### config.mk
export PLATFORM = sky130hd
export DESIGN_NAME = fkw_mul
export DESIGN_NICKNAME = d
export VERILOG_FILES = /design/src/rtl/core/fkw_mul.sv
export SDC_FILE = /design/constraint.sdc
export NUM_CORES = 2
export LEC_CHECK = 0
export BUFFER_PORTS_ARGS = -buffer_cell sky130_fd_sc_hd__buf_2
export CORE_MARGIN = 4
export CORE_UTILIZATION = 30
export DETAILED_ROUTE_END_ITERATION = 12
export PLACE_DENSITY = 0.56
export SKIP_CTS_REPAIR_TIMING = 1
export SLEW_MARGIN = 20
export SYNTH_ARGS = -nofsm -noshare
export SYNTH_HDL_FRONTEND = slang
export SYNTH_SLANG_ARGS = --single-unit
### constraint.sdc
create_clock -name clk -period 12.2 [get_ports clk]
set_clock_uncertainty 0.05 [all_clocks]
set_input_delay 1.22 -clock clk [delete_from_list [all_inputs] [get_ports clk]]
set_output_delay 1.22 -clock clk [all_outputs]
set_load 0.01 [all_outputs]
### src/rtl/core/fkw_mul.sv
module fkw_mul #(
  parameter int FRAC_BITS = 24
) (
  input  logic               clk,
  input  logic               en,
  input  logic signed [31:0] a,
  input  logic signed [31:0] b,
  output logic signed [31:0] q
);

  logic signed [63:0] prod_r;
  logic signed [63:0] shifted;

  always_ff @(posedge clk) begin
    if (en) begin
      prod_r <= 64'(a) * 64'(b);
    end
  end

  assign shifted = prod_r >>> FRAC_BITS;

  always_comb begin
    if (shifted[63:31] == '0 || shifted[63:31] == '1) begin
      q = shifted[31:0];
    end else if (shifted[63]) begin
      q = 32'sh8000_0000;
    end else begin
      q = 32'sh7FFF_FFFF;
    end
  end

endmodule

; ---- Word-level counts from Yosys, hierarchy flattened
; Cells that the tools add are included.
; W data, S select, Z words.
[totals]
ff_bits = 64
input_bits = 66
output_inout_bits = 32
[op_classes]
multipliers = 1
n_eq_ne = 1
n_mux = 2
reduce_logical = 2
[op_table]
columns = cell, n
row1 = $mul A32 B32 Y64, 1
row2 = $mux W32, 2
row3 = $eq A33 B33 Y1 const B, 1
row4 = $logic_not A33 Y1, 1
row5 = $logic_or A1 B1 Y1, 1

; ---- Logic depth before layout (Yosys ltp)
[depth]
word_depth = 3
depth_mapped = 27
mapped_depth_nobuf = 25

; ---- Worst setup path before layout
; Ideal clock, no wire load.
[synth_timing]
path_kind = in2reg
start = input a[31]
end = register prod_r[57], data pin
setup_ns = 0.266
arrival_ns = 8.450
setup_slack_ns = 3.434
path_stages = 25
path_buffers = 2
path_cell_list = clkbuf_1 > nand2_1 > inv_1 > fa_1 > inv_1 > fa_1 > inv_1 > fa_1 > fa_1 > inv_1 > fa_1 > inv_1 > fa_1 > fa_1 > inv_1 > fa_1 > inv_1 > ha_1 > clkbuf_1 > a21oi_1 > nor2_1 > a2111oi_0 > o21ba_2 > o21ai_1 > xor2_1
[synth_via]
elab_chain_cells = 1
[synth_rtl]
columns = element, line
row1 = start: declaration, 6  ; input logic signed [31:0] a,
row2 = $mul A32 B32 Y64, 16  ; prod_r <= 64'(a) * 64'(b);
row3 = end signal: assignment, 16
row4 = end: declaration, 11  ; logic signed [63:0] prod_r;
; No other way between the ends.
; A chain may end at the register's enable or synchronous reset.

; ---- Final worst setup path
[layout_timing]
start = input b[5]
end = register prod_r[61], data pin
[layout_via]
elab_chain_cells = 1
[layout_rtl]
columns = element, line
row1 = start: declaration, 7  ; input logic signed [31:0] b,
row2 = $mul A32 B32 Y64, 16
; No other way between the ends.

==> impl_metrics.toml <==
[critical_path]
slowest_delay_ns = 0.89
path_delay_family = "adder cells"
critPathArrivalTime_ns = 9.50
worst-setup-path-type = "in2reg"
crit_path_start_kind = "input pin"
crit_fanout = 32
slowest_stage = "fa_1"
end_kind = "register"
cpMostUsedCell = "fa_1"
required_ns = 12.18
cp_num_buf_inv = 8
crit_chain = "buf_2, nand2_1, inv_1, fa_1, inv_1, fa_1, inv_1, fa_1, fa_1, inv_1, fa_1, inv_1, fa_1, fa_1, inv_1, fa_1, inv_1, ha_1, nand3_1, nor3_1, o31ai_2, a21oi_1, and3b_1"

[route]
first_iter_violations = 1157
drc_errors = 0
wl_per_cell_um = 18.4
vias = 25800
wl_um = 102000
ant_nets = 0
avgViaCountPerCell = 4.66
dr.pass1.iters = 5

[yosys]
synth_common_cells = "fa_1 (1081), inv_1 (980), nand2_1 (554)"
synth_area_leaders = "fa_1 (58%), inv_1 (9.8%), and2_1 (8.5%)"
synth_top_cell_area_share_pct = 57.5
syn_inst = 3990
ys.flop_type = "edfxtp_1"
yosysSeqAreaShare_pct = 3.19
syn_nets = 5317
syn_area_mm2 = 0.0376
synth_cell_types = 71
yosys_warnings = 0
synth.avg_cell_area_um2 = 9.43
ys_ff_latch = 40
synth-edff-count = 40
synth.most_common_cell = "fa_1"
yosysTopAreaCell = "fa_1"
async_flop_share_pct = 0

[global_routing]
grt_use_total_pct = 16.3
grt_pass1_wl_um = 169000
grt_remaining_overflow = 0
antenna_found_initial = 14
grt_max_degree = 41
grt_pass1_vias = 30300

[status]
status = "finished, final reports clean"

[sta]
holdWs_ns = 1.59
finalHoldViolCount = 0
slew_violations = 0
min_period_over_period_pct = 78.0
tightest_slew_ns = 0.993
finalSetupViolCount = 0
max_freq_mhz = 105
relSlewSlack_pct = 33.3
timing.setup.tns_ns = 0
fin_crit_ns = 9.52
rsz0062_at_grt = "false"

[clocking]
htree_levels = 2
clockBufferDepth = 2
path_clk_slew_ns = 0.06
numCtsBuffers = 5
cts_sinks = 40
cts_root_buffer = "clkbuf_16"
cts_tree = "done"

[place]
gp_congestion = 0.847
port_buffers = 97
post-dp-hpwl_um = 85400

[floorplanning]
row_count = 129
die_area_mm2 = 0.131
initial_core_util_pct = 30.3
die_y_um = 362
boundaryPins = 98
fp.coreArea_mm2 = 0.124
die_w_um = 362

[cells_and_area]
drive_above_1_share_pct = 3.72
layout.nets = 5223
largest_register_ffs = 40
post-route-util_pct = 31.9
top_regs = "prod_r: 40 flops"
top_register = "prod_r"
area_growth_pct = 5.24

[run]
drv_cap = 0

[worst_hold_path]
hp-class = "in2reg"
==> layer usage <==
layer | part of all wire (%) | track usage (%) | vias up
met4 | 2.8 | 3.62 | 0
li1 | - | - | 11200
met1 | 40 | 19.9 | 14000
met2 | 54 | 31.4 | 431
met3 | 2.4 | 0.877 | 147
met5 | 0 | 0 | -
==> final cells by class <==
type	count	area [um2]
diodes	2	5.00
flip-flops and latches	40	1200
fillers	13000	84500
multi-input cells	2747	31900
inverters	981	3680
clock buffers	7	133
repair buffers	121	666
clock inverters	1	3.75
well taps	1637	2050
==> placed cells by master (no fill, tap or decap), drive strengths merged, types with 4 or more instances in the layout <==
| cell | synthesis | routed |
|---|---|---|
| and3 | 10 | 10 |
| nand3 | 16 | 16 |
| o211ai | 4 | 4 |
| a21oi | 57 | 57 |
| and2 | 515 | 515 |
| a211oi | 5 | 5 |
| xnor2 | 36 | 36 |
| nand4 | 14 | 14 |
| o21a | 7 | 7 |
| nor2 | 51 | 51 |
| buf | 7 | 121 |
| nor2b | 4 | 4 |
| inv | 980 | 980 |
| ha | 180 | 180 |
| a21o | 39 | 39 |
| a21boi | 5 | 5 |
| and4 | 4 | 4 |
| fa | 1081 | 1081 |
| nor3 | 11 | 11 |
| o21ai | 66 | 66 |
| nand2 | 554 | 554 |
| xor2 | 18 | 18 |
| nand2b | 10 | 10 |
| clkbuf | 213 | 7 |
| a2111oi | 4 | 4 |
| edfxtp | 40 | 40 |
| o21bai | 6 | 6 |
| a31oi | 10 | 10 |
==> final timing paths <==
kind / slack (ns) / to / from / cells past startpoint
worst max-delay path: 2.68 / prod_r[61] / b[5] / 23
worst min-delay path: 1.59 / prod_r[38] / en / 1
==> per-stage QoR <==
| step | area [um2] | setup slack, ns | cells |
|---|---|---|---|
| 2_1_floorplan | 37600 | 3.43 | 3990 |
| 3_3_place_gp | 39500 | 2.42 | 5526 |
| 3_5_place_dp | 39500 | 2.28 | 5526 |
| 4_1_cts | 39600 | 2.57 | 5534 |
| 5_1_grt | 39600 | 2.24 | 5534 |
| 6_report | 39600 | 2.68 | 5536 |
==> cell families (layout without fill, tap and decap cells) <==
kind of cell    count (synthesis)  in the layout  synth area share (%)
compound gates                229            229                  3.91
fa+ha+maj                    1261           1261                  63.5
flops                          40             40                  3.19
buf+inv                      1203           1110                  12.2
simple gates                 1203           1203                  16.0
other cells                     0              2                     0
xor+xnor                       54             54                  1.26
Power is not shown: default switching activity piles up to over one toggle a cycle in this logic, so the estimate is an artifact.
