<file path="config.mk">
export PLATFORM = sky130hd
export DESIGN_NAME = fkw_rng
export DESIGN_NICKNAME = d
export VERILOG_FILES = /design/src/rtl/core/fkw_pkg.sv /design/src/rtl/core/fkw_rng.sv
export SDC_FILE = /design/constraint.sdc
export NUM_CORES = 1
export LEC_CHECK = 0
export CAP_MARGIN = 10
export CELL_PAD_IN_SITES_DETAIL_PLACEMENT = 0
export CELL_PAD_IN_SITES_GLOBAL_PLACEMENT = 1
export CORE_ASPECT_RATIO = 0.5
export CORE_UTILIZATION = 52
export DETAILED_ROUTE_END_ITERATION = 10
export DONT_BUFFER_PORTS = 1
export GPL_TIMING_DRIVEN = 0
export MAX_ROUTING_LAYER = met4
export PLACE_DENSITY = 0.93
export SLEW_MARGIN = 10
export SYNTH_ARGS = -nofsm -noshare
export SYNTH_HDL_FRONTEND = slang
export SYNTH_SLANG_ARGS = --single-unit
</file>
<file path="constraint.sdc">
create_clock -name clk -period 24 [get_ports clk]
set_clock_uncertainty 0.1 [all_clocks]
set_input_delay 2.4 -clock clk [delete_from_list [all_inputs] [get_ports clk]]
set_output_delay 2.4 -clock clk [all_outputs]
set_load 0.02 [all_outputs]
</file>
<file path="src/rtl/core/fkw_pkg.sv">
package fkw_pkg;

  typedef enum logic [1:0] {
    ST_IDLE,
    ST_DRAW,
    ST_CALC,
    ST_DONE
  } fkw_state_t;

  localparam logic [2:0] REG_INV_A = 3'd0;
  localparam logic [2:0] REG_INV_B = 3'd1;
  localparam logic [2:0] REG_INV_C = 3'd2;
  localparam logic [2:0] REG_STEP_H = 3'd3;
  localparam logic [2:0] REG_STEP_INC = 3'd4;
  localparam logic [2:0] REG_RNG_SEED = 3'd5;

  localparam logic FUNC_START = 1'b0;
  localparam logic FUNC_STEP = 1'b1;

  localparam logic [30:0] LEHMER_M = 31'h7FFF_FFFF;
  localparam logic [14:0] LEHMER_A = 15'd16807;
  localparam logic [30:0] MOVE_LIMIT = 31'd715827883;
  localparam logic [30:0] DIR_LIMIT = 31'd1073741824;

  localparam logic [4:0] LAST_OP = 5'd31;

  function automatic logic signed [31:0] sat33(input logic signed [32:0] v);
    logic signed [31:0] r;
    if (v[32] != v[31]) begin
      r = v[32] ? 32'sh8000_0000 : 32'sh7FFF_FFFF;
    end else begin
      r = v[31:0];
    end
    return r;
  endfunction

  function automatic logic signed [31:0] qadd(input logic signed [31:0] a,
                                              input logic signed [31:0] b);
    logic signed [32:0] s;
    s = 33'(a) + 33'(b);
    return sat33(s);
  endfunction

  function automatic logic signed [31:0] qsub(input logic signed [31:0] a,
                                              input logic signed [31:0] b);
    logic signed [32:0] s;
    s = 33'(a) - 33'(b);
    return sat33(s);
  endfunction

endpackage

</file>
<file path="src/rtl/core/fkw_rng.sv">
module fkw_rng
  import fkw_pkg::*;
(
  input  logic        clk,
  input  logic        rst_n,
  input  logic        load,
  input  logic [30:0] seed,
  input  logic        step,
  output logic [30:0] draw
);

  logic [30:0] state_r;
  logic [45:0] prod;
  logic [31:0] folded;

  assign prod = 46'(state_r) * 46'(LEHMER_A);
  assign folded = 32'(prod[30:0]) + 32'(prod[45:31]);
  assign draw = (folded >= 32'(LEHMER_M)) ? 31'(folded - 32'(LEHMER_M)) : folded[30:0];

  always_ff @(posedge clk) begin
    if (!rst_n) begin
      state_r <= 31'd331;
    end else if (load) begin
      state_r <= seed;
    end else if (step) begin
      state_r <= draw;
    end
  end

endmodule

</file>
Word level (Yosys, flattened, before mapping)
Cells that the tools add are included.

Magnitude comparators: 1. Mux-type cells: 3. $mul: 1. Add/subtract/negate cells: 2. Reductions and logical operators: 1.

Operator list (number): two-way mux 31 bit (3); multiplier 31 x 15 -> 46 bit (second input constant) (1); adder 31 x 15 -> 32 bit (1); greater-or-equal comparator 32 x 31 -> 1 bit (second input constant) (1); subtractor 31 bit (second input constant) (1); nonzero test 2 bit (1).

Register bits: 31. Input port bits: 35.

Depth between registers and ports, before layout
Gate-level depths: netlist of the first run.

Depth after elaboration: 6. Depth in mapped cells: 45. Depth with buffers taken out: 42.

Least setup slack after synthesis of the first run
No wires, ideal clock.

Path type: reg2out. Start point: register state_r[16]. End point: output port draw[12]. Data arrival time: 9611 ps. Slack: 11889 ps. Cell stages (with the launch flop): 40. Cells stage by stage: dfxtp_1 inv_1 fa_1 inv_1 ha_1 inv_1 fa_1 inv_1 fa_1 fa_1 fa_1 ha_1 clkbuf_1 nand2_1 nor2_1 a32o_1 a311o_1 o221a_2 [4 not listed] a31oi_1 o21ai_0 xor2_1 ha_1 buf_2 and4_1 a32oi_1 o2111ai_1 a211oi_1 or3b_1 nor4_1 a32oi_1 nor3_1 nand4_1 nor4_4 clkbuf_1 o21ai_0 xnor2_1.

Word-level cells in the longest chain between the ends: 4. Elaborated cells on any way between the ends: 5. Classes of those cells: add/sub (2); mul (1); order compare (1); mux (1).

RTL lines: from (decl) (line fkw_rng.sv:12) `logic [30:0] state_r;`; from (signal assigned) (line fkw_rng.sv:26) `state_r <= draw;`; multiplier 31 x 15 -> 46 bit * (line fkw_rng.sv:16) `assign prod = 46'(state_r) * 46'(LEHMER_A);`; adder 31 x 15 -> 32 bit * (line fkw_rng.sv:17) `assign folded = 32'(prod[30:0]) + 32'(prod[45:31]);`; subtractor 31 bit or greater-or-equal comparator 32 x 31 -> 1 bit (tied branches) (line fkw_rng.sv:18) `assign draw = (folded >= 32'(LEHMER_M)) ? 31'(folded - 32'(LEHMER_M)) : folded[30:0];`; two-way mux 31 bit * (line fkw_rng.sv:18); to (decl) (line fkw_rng.sv:9) `output logic [30:0] draw`.

Every way passes the cells marked *; elsewhere a longest branch is shown, timed or not.

Worst setup path after layout of the first run
Start point: register state_r[16]. End point: output port draw[23].

Same word-level chain as after synthesis.

==> results of run 1 <==
[worst min-delay path: stages, from the launching register on]
cell      delay, ns
dfxtp_1        0.42
mux2i_1        0.18
a211oi_1       0.08
[stage by stage]
step / hold WS, ns / worst slack (ns) / utilization, % / cells / cell area (sq um)
final: 0.6348 / 8.711 / 56.39 / 1662 / 11770
after global routing: 0.6608 / 8.103 / 56.39 / 1662 / 11770
after CTS: 0.6369 / 8.991 / 56.36 / 1660 / 11770
after detailed placement: 0.6295 / 9.370 / 55.61 / 1652 / 11610
after global placement: 0.6102 / 9.506 / 55.61 / 1652 / 11610
after floorplan: 0.4854 / 11.89 / - / 1360 / 11240
[synthesized netlist by cell type (8+ instances only)]
master / n
nand2b_1: 9
mux2i_1: 10
a211oi_1: 17
buf_2: 11
nand3_1: 25
fa_1: 134
o21a_1: 14
xnor2_1: 37
a21o_1: 34
nand4_1: 10
a21oi_1: 74
nor2_1: 93
o21ai_0: 42
or3_1: 11
clkbuf_1: 23
xor2_1: 33
ha_1: 203
nand2_1: 75
and2_1: 9
nor3_1: 34
o211ai_1: 13
a31oi_1: 8
inv_1: 280
dfxtp_1: 31
[final timing paths]
path,from,to,cells past startpoint
worst max register to register,state_r[16],state_r[9],40
worst min-delay path,state_r[28],state_r[28],2
worst max-delay path,state_r[16],draw[23],39
worst min register to register,state_r[28],state_r[28],2
[cell families (layout without fill, tap and decap cells)]
logic type / Yosys count / after routing / synth area share (%)
adder cells (fa/ha/maj): 337 / 337 / 46.44
AND/OR/NAND/NOR: 317 / 317 / 14.16
buffers and inverters: 317 / 325 / 10.70
AO/OA/AOI/OAI: 277 / 277 / 16.72
XOR/XNOR: 70 / 70 / 5.452
flip-flops: 31 / 31 / 5.519
multiplexers: 11 / 11 / 0.9903
other: 0 / 2 / 0
[layer usage]
metal / GRT usage, % / vias to the layer above / share of wire (%)
met1: 47.76 / 4796 / 48
li1: - / 4596 / -
met2: 47.15 / 323 / 42
met4: 5.109 / 0 / 1.5
met5: - / - / 0
met3: 5.702 / 35 / 8.0
[area by class of cell]
type	instances	area (sq um)
fill	1993	9106
clock buffer	8	156.4
inverter	282	1059
antenna	2	5.005
buffer	35	145.1
multi-input combinational	1012	9422
tap	292	365.4
sequential	31	620.6
==> out/results.txt, run 1 <==
Outcome = finished clean
DR vias = 9750
Fraction of layout cells with a size suffix above 1 = 3.070%
FF-to-FF setup slack = 11.31 ns
Post-Syn Area per Cell = 8.268 sq um
Yosys top cell area share = 23.86%
Wirelength per Cell = 20.62 um
Most common cell after layout, fill and taps aside = inv_1
Pin count of the biggest net entering global routing = 11
Root buf cell = clkbuf_16
Slew Limit Headroom = 22.81%
Synth cell types = 78
CP arrival = 12.79 ns
Critical Path Most Common Cell = fa_1
CP max stage delay = 0.96 ns
CTS Sinks = 31
Fraction of registers with async set or reset after synthesis = 0%
Gr ovfl total = 0
Initial antenna violation count = 2
CP max stage cell = a211oi_1
Vias/cell = 5.866
Worst setup SP type = flip-flop
Type of the worst setup path = flip-flop to output pin
Starting Density = 53.86%
First drt pass iteration count = 5
Post-route minimum period = 15.29 ns
Dominant cells by area after synthesis = fa_1, ha_1, inv_1
Max Cap Violations = 0
Worst-path maximum fanout = 10
Detailed placer's ending HPWL = 29510 um
Clk buf depth = 2
Post-synth top flop = dfxtp_1
Detailed Route Iter0 Violations = 809
Max-slew violations = 0
Post-synth EDFFs = 0
Detailed Route WL = 34270 um
Area Overhead vs Synth = 4.695%
Final Setup Violations = 0
Most frequent cells in the layout = inv_1, ha_1, fa_1
Core Box Area = 0.02088 sq mm
CTS buffer count = 5
TritonCTS clock tree = built
Cell Rows = 37
Clock latency on the worst-skew pair = 0.29 ns
Nets = 1739
Worst path top cell family by delay = compound AO/OA/AOI/OAI gates
Net count after synthesis = 1732
Sequential area share after synthesis = 5.519%
Die Height = 106.0 um
Number of global-route vias before repair = 9286
First-pass GRT wire length = 53340 um
GRT Util Overall = 32.52%
Worst-path clk slew = 0.05 ns
Max reg flops = 31
Setup TNS = 0 ns
Max Fclk = 65.41 MHz
Worst setup EP type = output pin
Register bank with the most flops = state_r
Post-Syn Area = 0.01124 sq mm
WP buf/inv = 6
Total setup buffers inserted after CTS = 0
DIE WIDTH = 210.0 um
Seq cells post-synth = 31
Total number of H-tree levels = 2
# hold bufs at CTS = 0
Final Hold Fails = 0
# DRC = 0
DIE AREA = 0.02225 sq mm
Hold Crit Class = flip-flop to flip-flop
IO Port Bufs = 0
Yosys top cell by area = fa_1
Largest regs = state_r x31
Final worst path period share = 63.70%
Number of I/O pins = 66
RSZ-0062 raised after global routing = false
Tightest Pin Transition = 1.151 ns
Required time of the critical path = 21.50 ns
Post_cts resized = 0
Antenna Nets Post-Route = 0
GPL Wtd Cong = 0.9711
Cells after synthesis = 1360
Synthesis warning total = 0
Power of run 1 is not shown: default switching activity piles up to over one toggle a cycle in this logic, so the estimate is an artifact.
==> run 2: changes to the inputs <==
--- a/config.mk
+++ b/config.mk
@@ -9,12 +9,12 @@
 export CELL_PAD_IN_SITES_DETAIL_PLACEMENT = 0
 export CELL_PAD_IN_SITES_GLOBAL_PLACEMENT = 1
 export CORE_ASPECT_RATIO = 0.5
-export CORE_UTILIZATION = 52
+export CORE_UTILIZATION = 46
 export DETAILED_ROUTE_END_ITERATION = 10
 export DONT_BUFFER_PORTS = 1
 export GPL_TIMING_DRIVEN = 0
 export MAX_ROUTING_LAYER = met4
-export PLACE_DENSITY = 0.93
+export PLACE_DENSITY = 0.87
 export SLEW_MARGIN = 10
 export SYNTH_ARGS = -nofsm -noshare
 export SYNTH_HDL_FRONTEND = slang
==> constraint.sdc (replaced) <==
create_clock -name clk -period 13.65 [get_ports clk]
set_clock_uncertainty 0.1 [all_clocks]
set_input_delay 1.365 -clock clk [delete_from_list [all_inputs] [get_ports clk]]
set_output_delay 1.365 -clock clk [all_outputs]
set_load 0.02 [all_outputs]
==> run 2 against run 1 <==
Against the previous run:
- critical endpoint is now draw[8]
- clock-buffer cell count unchanged
- die area increased by 13%
- worst setup slack got worse by 8.2 ns
- largest cell class unchanged
==> out/results.txt, run 2 (synthesis gave the netlist of run 1 again) <==
Required time of the critical path = 12.19 ns (-9.31 ns)
Total number of H-tree levels = 2 (unchanged)
Tightest Pin Transition = 1.063 ns (-0.08772 ns)
Final worst path period share = 96.50%
Pin count of the biggest net entering global routing = 11 (unchanged)
Nets = 1741 (+0.12%)
Root buf cell = clkbuf_16
WP buf/inv = 5 (-1)
CP arrival = 11.71 ns (-1.08 ns)
Worst path top cell family by delay = adder cells
Max Cap Violations = 0 (unchanged)
Outcome = finished clean
Detailed Route WL = 34170 um (-0.28%)
Starting Density = 46.91% (-7.0 points)
Detailed placer's ending HPWL = 29600 um (+0.32%)
Vias/cell = 5.727 (-2.4%)
Register bank with the most flops = state_r
DIE AREA = 0.02511 sq mm (+13%)
Slew Limit Headroom = 28.37% (+5.6 points)
Fraction of layout cells with a size suffix above 1 = 4.234% (+1.2 points)
Type of the worst setup path = flip-flop to output pin
TritonCTS clock tree = built
Hold Crit Class = flip-flop to flip-flop
Die Height = 112.6 um (+6.2%)
Max Fclk = 75.92 MHz
First-pass GRT wire length = 53380 um (about the same)
Worst-path maximum fanout = 9 (-1)
Core Box Area = 0.02397 sq mm (+15%)
DR vias = 9673 (-0.79%)
Critical Path Most Common Cell = fa_1
Most common cell after layout, fill and taps aside = inv_1
Wirelength per Cell = 20.23 um (-1.9%)
GPL Wtd Cong = 0.9396 (-3.2%)
Area Overhead vs Synth = 5.708%
Gr ovfl total = 0 (unchanged)
CP max stage delay = 0.63 ns (-0.33 ns)
Worst setup SP type = flip-flop
# DRC = 0 (unchanged)
Number of I/O pins = 66 (unchanged)
First drt pass iteration count = 5 (unchanged)
RSZ-0062 raised after global routing = false
Clock latency on the worst-skew pair = 0.29 ns (about the same)
CP max stage cell = dfxtp_1
Max-slew violations = 0 (unchanged)
Max reg flops = 31 (unchanged)
Final Hold Fails = 0 (unchanged)
Worst-path clk slew = 0.05 ns (about the same)
Setup TNS = 0 ns (unchanged)
Initial antenna violation count = 4 (+2)
Most frequent cells in the layout = inv_1, ha_1, fa_1
CTS buffer count = 5 (unchanged)
Number of global-route vias before repair = 9361 (+0.81%)
Worst setup EP type = output pin
Largest regs = state_r x31
DIE WIDTH = 223.1 um (+6.3%)
Final Setup Violations = 0 (unchanged)
Antenna Nets Post-Route = 0 (unchanged)
Clk buf depth = 2 (unchanged)
Cell Rows = 40 (+8.1%)
Post-route minimum period = 13.17 ns
# hold bufs at CTS = 0 (unchanged)
CTS Sinks = 31 (unchanged)
Detailed Route Iter0 Violations = 758 (-6.3%)
GRT Util Overall = 28.87% (-3.6 points)
IO Port Bufs = 0 (unchanged)
## run 2: worst paths after layout
| path | slack [ns] | to | depth (start not counted) | startpoint |
|---|---|---|---|---|
| worst min register to register | 0.60 | state_r[16] | 2 | state_r[16] |
| worst min-delay path | 0.60 | state_r[16] | 2 | state_r[16] |
| worst max register to register | 1.77 | state_r[24] | 41 | state_r[15] |
| worst max-delay path | 0.48 | draw[8] | 40 | state_r[13] |
## run 2: area by class of cell
type	count	area, sq um
Antenna cell	4	10.01
Buffer	35	147.6
Clock buffer	8	156.4
Fill cell	2312	12090
Inverter	282	1059
Multi-Input combinational cell	1012	9480
Sequential cell	31	624.3
Tap cell	315	394.1
Timing Repair Buffer	2	15.01
## run 2: repair_timing
item,CTS,global route
resized for setup,2,17
setup buffers,0,2
endpoints found under the setup margin,13,30
pin swaps,0,1
gates cloned,0,0
endpoints found under the hold margin,0,0
## run 2: per-layer routing
metal	part of all wire, %	track usage, %	up-vias
li1	-	-	4593
met1	49	41.17	4716
met2	42	41.54	314
met3	7.1	5.785	50
met4	2.3	6.989	0
met5	0	-	-
## run 2: stage by stage
| stage | util (%) | instances | worst slack [ns] | area, sq um | hold slack (ns) |
|---|---|---|---|---|---|
| finish | 49.58 | 1689 | 0.4784 | 11890 | 0.6018 |
| global route | 49.58 | 1689 | 0.05006 | 11890 | 0.6217 |
| CTS | 49.24 | 1683 | 0.05209 | 11800 | 0.6222 |
| detailed placement | 48.55 | 1675 | 0.06783 | 11640 | 0.6245 |
| global placement | 48.55 | 1675 | 0.09769 | 11640 | 0.6142 |
| floorplan | - | 1360 | 2.574 | 11240 | 0.4854 |
## run 2: worst reg2reg max path: cells and delay by family (launching register included)
kind / cells / cell delay, ns
adders and majority gates: 8 / 3.39
AOI/OAI and AO/OA: 13 / 3.33
and+or+nand+nor: 10 / 2.73
buffers and inverters: 8 / 1.23
DFF: 1 / 0.61
xor gates and xnor gates: 1 / 0.23
muxes: 1 / 0.16
Power of run 2 is left out for the same reason.
